**src/sv/crc8cmf_pkg.sv**
```systemverilog
// Shared constants and the CRC-8 byte update for the measurement frame checker.
// No dependencies; imported by crc8_checked_measurement_frame_core.
`default_nettype none

package crc8cmf_pkg;

    localparam logic [7:0] CRC_POLY = 8'h31;
    localparam logic [7:0] CRC_INIT = 8'hFF;
    localparam logic [7:0] CRC_TOP  = 8'h80;

    typedef logic [7:0] byte_t;

    // MSB-first CRC-8 over one byte, unrolled into eight shift/xor steps.
    function automatic byte_t crc8_byte(input byte_t crc, input byte_t data);
        byte_t v;
        v = crc ^ data;
        for (int k = 0; k < 8; k++)
        begin
            if ((v & CRC_TOP) != 8'h00)
            begin
                v = {v[6:0], 1'b0} ^ CRC_POLY;
            end
            else
            begin
                v = {v[6:0], 1'b0};
            end
        end
        return v;
    endfunction

endpackage

`default_nettype wire

```
**src/sv/crc8_checked_measurement_frame_core.sv**
```systemverilog
// Measurement frame checker: byte stream in, CRC-checked 32-bit measurement out.
// Depends on crc8cmf_pkg (CRC constants and byte update function).
//
// Channel  | Dir | tdata (low bit up)          | tuser        | tlast
// ---------+-----+-----------------------------+--------------+------
// s_axis   | in  | rx_byte[7:0]                | frame_start  | -
// m_axis   | out | measurement[31:0]           | crc_ok       | -
//
// Cycles: one input word per cycle while no held result stalls the input register;
// an accepted word passes through the input register, then the result register.
// Only the last CRC byte of a frame produces a result word; all others are absorbed.
// Reset: position cleared, running CRC at 0xFF, no word held in either register.
// Stalls: a held result blocks the input register only when the next item
// would produce a result too; all other items keep flowing.
`default_nettype none

module crc8_checked_measurement_frame_core #(
    parameter int WORD_BYTES = 2
) (
    input  wire         clk,
    input  wire         rst_n,
    input  wire         s_axis_tvalid,
    output logic        s_axis_tready,
    input  wire  [7:0]  s_axis_tdata,   // [7:0] rx_byte
    input  wire         s_axis_tuser,   // [0] frame_start
    output logic        m_axis_tvalid,
    input  wire         m_axis_tready,
    output logic [31:0] m_axis_tdata,   // [31:0] measurement
    output logic        m_axis_tuser    // [0] crc_ok
);
    import crc8cmf_pkg::*;

    localparam int WORD_LEN  = WORD_BYTES + 1;
    localparam int FRAME_LEN = 2 * WORD_LEN;
    localparam int POS_W     = $clog2(FRAME_LEN);

    // Input register
    logic        in_valid_reg;
    logic [7:0]  in_byte_reg;
    logic        in_start_reg;

    // Frame state
    logic [POS_W-1:0] pos_reg,  pos_next;
    logic [7:0]       crc_reg,  crc_next;
    logic [31:0]      data_reg, data_next;
    logic             fwg_reg,  fwg_next;

    // Result register
    logic        out_valid_reg;
    logic [31:0] out_meas_reg;
    logic        out_ok_reg;

    // Effective state for the item in the input register
    logic [POS_W-1:0] pos_eff;
    logic [7:0]       crc_eff;
    logic [31:0]      data_eff;
    logic             fwg_eff;
    logic             second;
    logic             data_byte;
    logic             match;
    logic             result_hit;
    logic             advance;
    logic             ok;

    always_comb
    begin
        // A frame start discards any partial frame.
        pos_eff  = in_start_reg ? '0 : pos_reg;
        crc_eff  = in_start_reg ? CRC_INIT : crc_reg;
        data_eff = in_start_reg ? 32'd0 : data_reg;
        fwg_eff  = in_start_reg ? 1'b0 : fwg_reg;

        second    = pos_eff >= POS_W'(WORD_LEN);
        data_byte = second ? (pos_eff < POS_W'(WORD_LEN + WORD_BYTES))
                           : (pos_eff < POS_W'(WORD_BYTES));
        match     = in_byte_reg == crc_eff;
        ok        = fwg_eff && match;

        result_hit = in_valid_reg && !data_byte && second;
        advance    = in_valid_reg && (!result_hit || !out_valid_reg || m_axis_tready);

        pos_next  = pos_eff;
        crc_next  = crc_eff;
        data_next = data_eff;
        fwg_next  = fwg_eff;

        if (data_byte)
        begin
            crc_next  = crc8_byte(crc_eff, in_byte_reg);
            data_next = {data_eff[23:0], in_byte_reg};
            pos_next  = pos_eff + POS_W'(1);
        end
        else if (!second)
        begin
            crc_next = CRC_INIT;
            fwg_next = match;
            pos_next = pos_eff + POS_W'(1);
        end
        else
        begin
            // Frame complete: clear for the next frame.
            pos_next  = '0;
            crc_next  = CRC_INIT;
            data_next = 32'd0;
            fwg_next  = 1'b0;
        end
    end

    assign s_axis_tready = !in_valid_reg || advance;

    // Input register: load on accept, drop once processed.
    always_ff @(posedge clk or negedge rst_n)
    begin
        if (!rst_n)
        begin
            in_valid_reg <= 1'b0;
        end
        else if (s_axis_tvalid && s_axis_tready)
        begin
            in_valid_reg <= 1'b1;
        end
        else if (advance)
        begin
            in_valid_reg <= 1'b0;
        end
    end

    always_ff @(posedge clk)
    begin
        if (s_axis_tvalid && s_axis_tready)
        begin
            in_byte_reg  <= s_axis_tdata;
            in_start_reg <= s_axis_tuser;
        end
    end

    // Frame state: advance when the held item is processed.
    always_ff @(posedge clk or negedge rst_n)
    begin
        if (!rst_n)
        begin
            pos_reg  <= '0;
            crc_reg  <= CRC_INIT;
            data_reg <= 32'd0;
            fwg_reg  <= 1'b0;
        end
        else if (advance)
        begin
            pos_reg  <= pos_next;
            crc_reg  <= crc_next;
            data_reg <= data_next;
            fwg_reg  <= fwg_next;
        end
    end

    // Result register: hold until taken.
    always_ff @(posedge clk or negedge rst_n)
    begin
        if (!rst_n)
        begin
            out_valid_reg <= 1'b0;
        end
        else if (advance && result_hit)
        begin
            out_valid_reg <= 1'b1;
        end
        else if (m_axis_tready)
        begin
            out_valid_reg <= 1'b0;
        end
    end

    always_ff @(posedge clk)
    begin
        if (advance && result_hit)
        begin
            out_meas_reg <= ok ? data_eff : 32'd0;
            out_ok_reg   <= ok;
        end
    end

    assign m_axis_tvalid = out_valid_reg;
    assign m_axis_tdata  = out_meas_reg;
    assign m_axis_tuser  = out_ok_reg;

`ifndef NO_ASSERTIONS
    a_pos_range: assert property (@(posedge clk) disable iff (!rst_n)
        pos_reg < POS_W'(FRAME_LEN - 1) || pos_reg == POS_W'(FRAME_LEN - 1))
        else $error("frame position out of range");

    a_fail_zero: assert property (@(posedge clk) disable iff (!rst_n)
        out_valid_reg && !out_ok_reg |-> out_meas_reg == 32'd0)
        else $error("failed frame carries nonzero measurement");

    a_result_last: assert property (@(posedge clk) disable iff (!rst_n)
        advance && result_hit |-> pos_eff == POS_W'(FRAME_LEN - 1))
        else $error("result produced before last frame byte");

    a_clear_after: assert property (@(posedge clk) disable iff (!rst_n)
        advance && result_hit |=> pos_reg == '0 && crc_reg == CRC_INIT)
        else $error("frame state not cleared after result");

    a_no_overrun: assert property (@(posedge clk) disable iff (!rst_n)
        out_valid_reg && !m_axis_tready |=> out_valid_reg && $stable(out_meas_reg))
        else $error("held result overwritten");
`endif

endmodule

`default_nettype wire
```
**config.mk**
```make
export PLATFORM = sky130hd
export DESIGN_NAME = crc8_checked_measurement_frame_core
export DESIGN_NICKNAME = d
export VERILOG_FILES = /design/src/sv/crc8cmf_pkg.sv /design/src/sv/crc8_checked_measurement_frame_core.sv
export SDC_FILE = /design/constraint.sdc
export NUM_CORES = 1
export LEC_CHECK = 0
export ABC_AREA = 1
export BUFFER_PORTS_ARGS = -buffer_cell sky130_fd_sc_hd__buf_2
export CELL_PAD_IN_SITES_DETAIL_PLACEMENT = 1
export CELL_PAD_IN_SITES_GLOBAL_PLACEMENT = 1
export CORE_MARGIN = 2
export CORE_UTILIZATION = 49
export DETAILED_ROUTE_END_ITERATION = 10
export GPL_TIMING_DRIVEN = 0
export PLACE_DENSITY_LB_ADDON = 0.12
export SKIP_LAST_GASP = 1
export SYNTH_ARGS = -nofsm -noshare
export SYNTH_HDL_FRONTEND = slang
export SYNTH_SLANG_ARGS = --single-unit
```
**constraint.sdc**
```tcl
create_clock -name clk -period 5.1 [get_ports clk]
set_input_delay 1.02 -clock clk [delete_from_list [all_inputs] [get_ports clk]]
set_output_delay 1.02 -clock clk [all_outputs]
set_load 0.02 [all_outputs]
```
==> flow_summary.ini <==
[status]
outcome = complete, no violations

[flow_run]
max-cap-violations = 0

[drt]
vias_per_cell = 5.02
vias = 2600
drc = 0
ant_nets = 0
wl_per_cell_um = 16.1
routed_wl_um = 8330
firstDrtPassIters = 4
drt_iter0_markers = 99

[logic_synthesis]
ys_types = 34
syn_avg_cell_area_um2 = 10.9
yosysWarningCount = 0
seq_area_frac_synth = 0.634
yosys_register_bits = 88
synth_area_um2 = 3820
synth_top_area_share = 0.330
synthCells = 352
synthTopCellsByArea = edfxtp_1, dfrtp_1, inv_1
synth_fp_nets = 367
synth.largest_area_cell = edfxtp_1

[timing]
final_hold_viol_count = 0
setup_viol = 0
tightest_slew_ps = 1030
tns_ps = 0
period_share = 0.625
worst_hold_slack_ps = 524
slew_viol_final = 0
max_freq_ghz = 0.314
slew_headroom = 0.310
rsz0062_at_grt = no
skew_ps = 14.0
setup_slack_ps = 1910
fin_crit_ps = 3190

[floorplan]
fp-row-count = 32
die_h_um = 92.3
coreArea_um2 = 7650
start_util = 0.500
die_w_um = 92.3
die-area_um2 = 8520
io_pins = 48

[global_route]
grt_use_total = 0.212
grt_overflow_total = 0
antenna_found_initial = 0
grt_pass1_wl_um = 13800
grt_max_degree = 47
grt_pass1_vias = 2818

[layout]
multi_input_area_um2 = 1080
instances_no_fill = 518
fillers = 861
ff_latch_area_um2 = 2420
layout.nets = 426
layout-drive-gt1-share = 0.276
areaGrowthSynthToFinish_pct = 15.7
diodes = 0

[setup_path]
arrival_ps = 2170
cp_cell_sequence = nor2_1 > inv_1 > nor2_1 > inv_1 > ha_1 > nor2_4 > nand3_4 > buf_2
reg2regPathDepth = 9
setup.worst_path.end_class = output port
r2r_start = in_start_reg
r2r_slack_ps = 2370
crit_buf_inv = 3
critPathKind = flop to output port
start_kind = flop
cp_top_family = simple AND/OR/NAND/NOR gates
worstPathRequired_ps = 4080
timing.rr.end = m_axis_tdata[7]
timing.critical_path.slowest_cell_delay_ps = 470
cp_max_fo = 4
slowest_stage = edfxtp_1

[clocking]
path_clk_slew_ps = 80
cts_sinks = 88
cts_inserted_buffers = 9
clk_latency_ps = 360
clockRootBuffer = clkbuf_8
ctsHoldBuffers = 0
clk_path_buf_depth = 2
cts_resized = 0
h-tree-depth = 3
post_cts_buffers = 0
cts_tree = built

[place]
dpl.hpwl_um = 6180
place_congestion = 0.849
place_ws_ps = 2290
place_inst = 502
portBuffers = 47

[hold_path]
hold_path_depth = 2
min_path_type = flop to flop
hold-path-endpoint = crc_reg[7]
hold_start = crc_reg[7]

[power_and_ir_drop]
irDropWorstVdd_v = 0.000169
switchingPower_uw = 561
pwr-share-comb = 0.216
power_density_nw_per_um2 = 412
power.internal_mw = 1.26
p_leak_nw = 1.92
seqPwrFrac = 0.491
clock_power_share = 0.293
p_sw_frac = 0.308
==> how the worst max path moves through the flow <==
stage / slack (ps) / cells past startpoint / start / end
floorplan: 1910 / 8 / in_start_reg / m_axis_tdata[0]
global placement: 1420 / 8 / in_start_reg / m_axis_tdata[25]
detailed placement: 2290 / 8 / in_start_reg / s_axis_tready
CTS: 1910 / 8 / in_start_reg / s_axis_tready
global route: 1760 / 8 / in_start_reg / s_axis_tready
finish: 1910 / 8 / in_start_reg / s_axis_tready
==> power by group through the flow <==
stage                     combinational [mW]  sequential [mW]  clock [mW]
final                                  0.394            0.894       0.534
after global routing                   0.447            0.904       0.570
after CTS                              0.397            0.895       0.543
after detailed placement               0.393            0.910           0
after global placement                 0.370            0.903           0
after floorplan                        0.286            0.907           0
==> routing by layer <==
layer,share of wire,vias to the layer above,GRT usage
met2,0.54,45,0.387
met5,0,-,0
met4,0.0091,0,0.0572
met3,0.025,8,0.0342
li1,-,1256,-
met1,0.42,1291,0.260
==> cell usage after synthesis <==
cell type,n
nand4_1,1
a21oi_1,1
a22oi_1,1
nor2_2,14
nand4_4,1
nor2_1,39
or4_1,1
nor2_4,6
o21ai_2,1
a2bb2oi_1,3
nand2_2,2
buf_4,2
inv_1,57
o22ai_1,27
nand2_1,49
nand3b_1,2
nand3_4,1
ha_1,2
o32ai_1,1
buf_2,4
buf_6,5
o21ai_1,6
inv_2,4
or2_1,1
dfstp_2,8
dfrtp_1,38
xnor2_1,1
o21ai_0,6
o22a_1,1
xor2_1,7
xor2_2,2
nand2_4,1
nand3_1,15
edfxtp_1,42
==> logic make-up after synthesis <==
family	synth area share
XOR/XNOR	0.0268
buffers and inverters	0.0838
AND/OR/NAND/NOR	0.172
flip-flops	0.634
adder cells (fa/ha/maj)	0.00655
AO/OA/AOI/OAI	0.0769
==> layout by cell type, fill, tap and decap left out, types with 7 or more instances in the layout <==
master    instances
nand3_1          15
edfxtp_1         42
nor2_2           15
dfstp_2           8
dfrtp_1          38
nor2_1           38
buf_2            51
nand2_1          49
clkbuf_8          9
xor2_1            7
inv_1            57
o22ai_1          27
==> area by class of cell <==
type                    count  share of cell area
inverters                  61              0.0518
plain buffers              11              0.0207
well taps                 102              0.0289
multi-input cells         192               0.245
repair buffers             48              0.0566
clock inverters             6              0.0209
clock buffers              10              0.0289
flip-flops and latches     88               0.548
==> per-stage QoR <==
stage	power [mW]	instance area (um^2)	utilization
floorplan	1.19	3820	-
global placement	1.27	4190	0.547
detailed placement	1.30	4200	0.550
CTS	1.84	4420	0.578
global route	1.92	4420	0.578
finish	1.82	4420	0.578
==> worst register-to-register path, delay by kind of cell (launching register included) <==
family | cells | cell delay (ps)
adder cells (fa/ha/maj) | 1 | 220
buffers and inverters | 3 | 420
flip-flops | 1 | 470
AND/OR/NAND/NOR | 5 | 1310
Power figures use the tool's default switching activity.
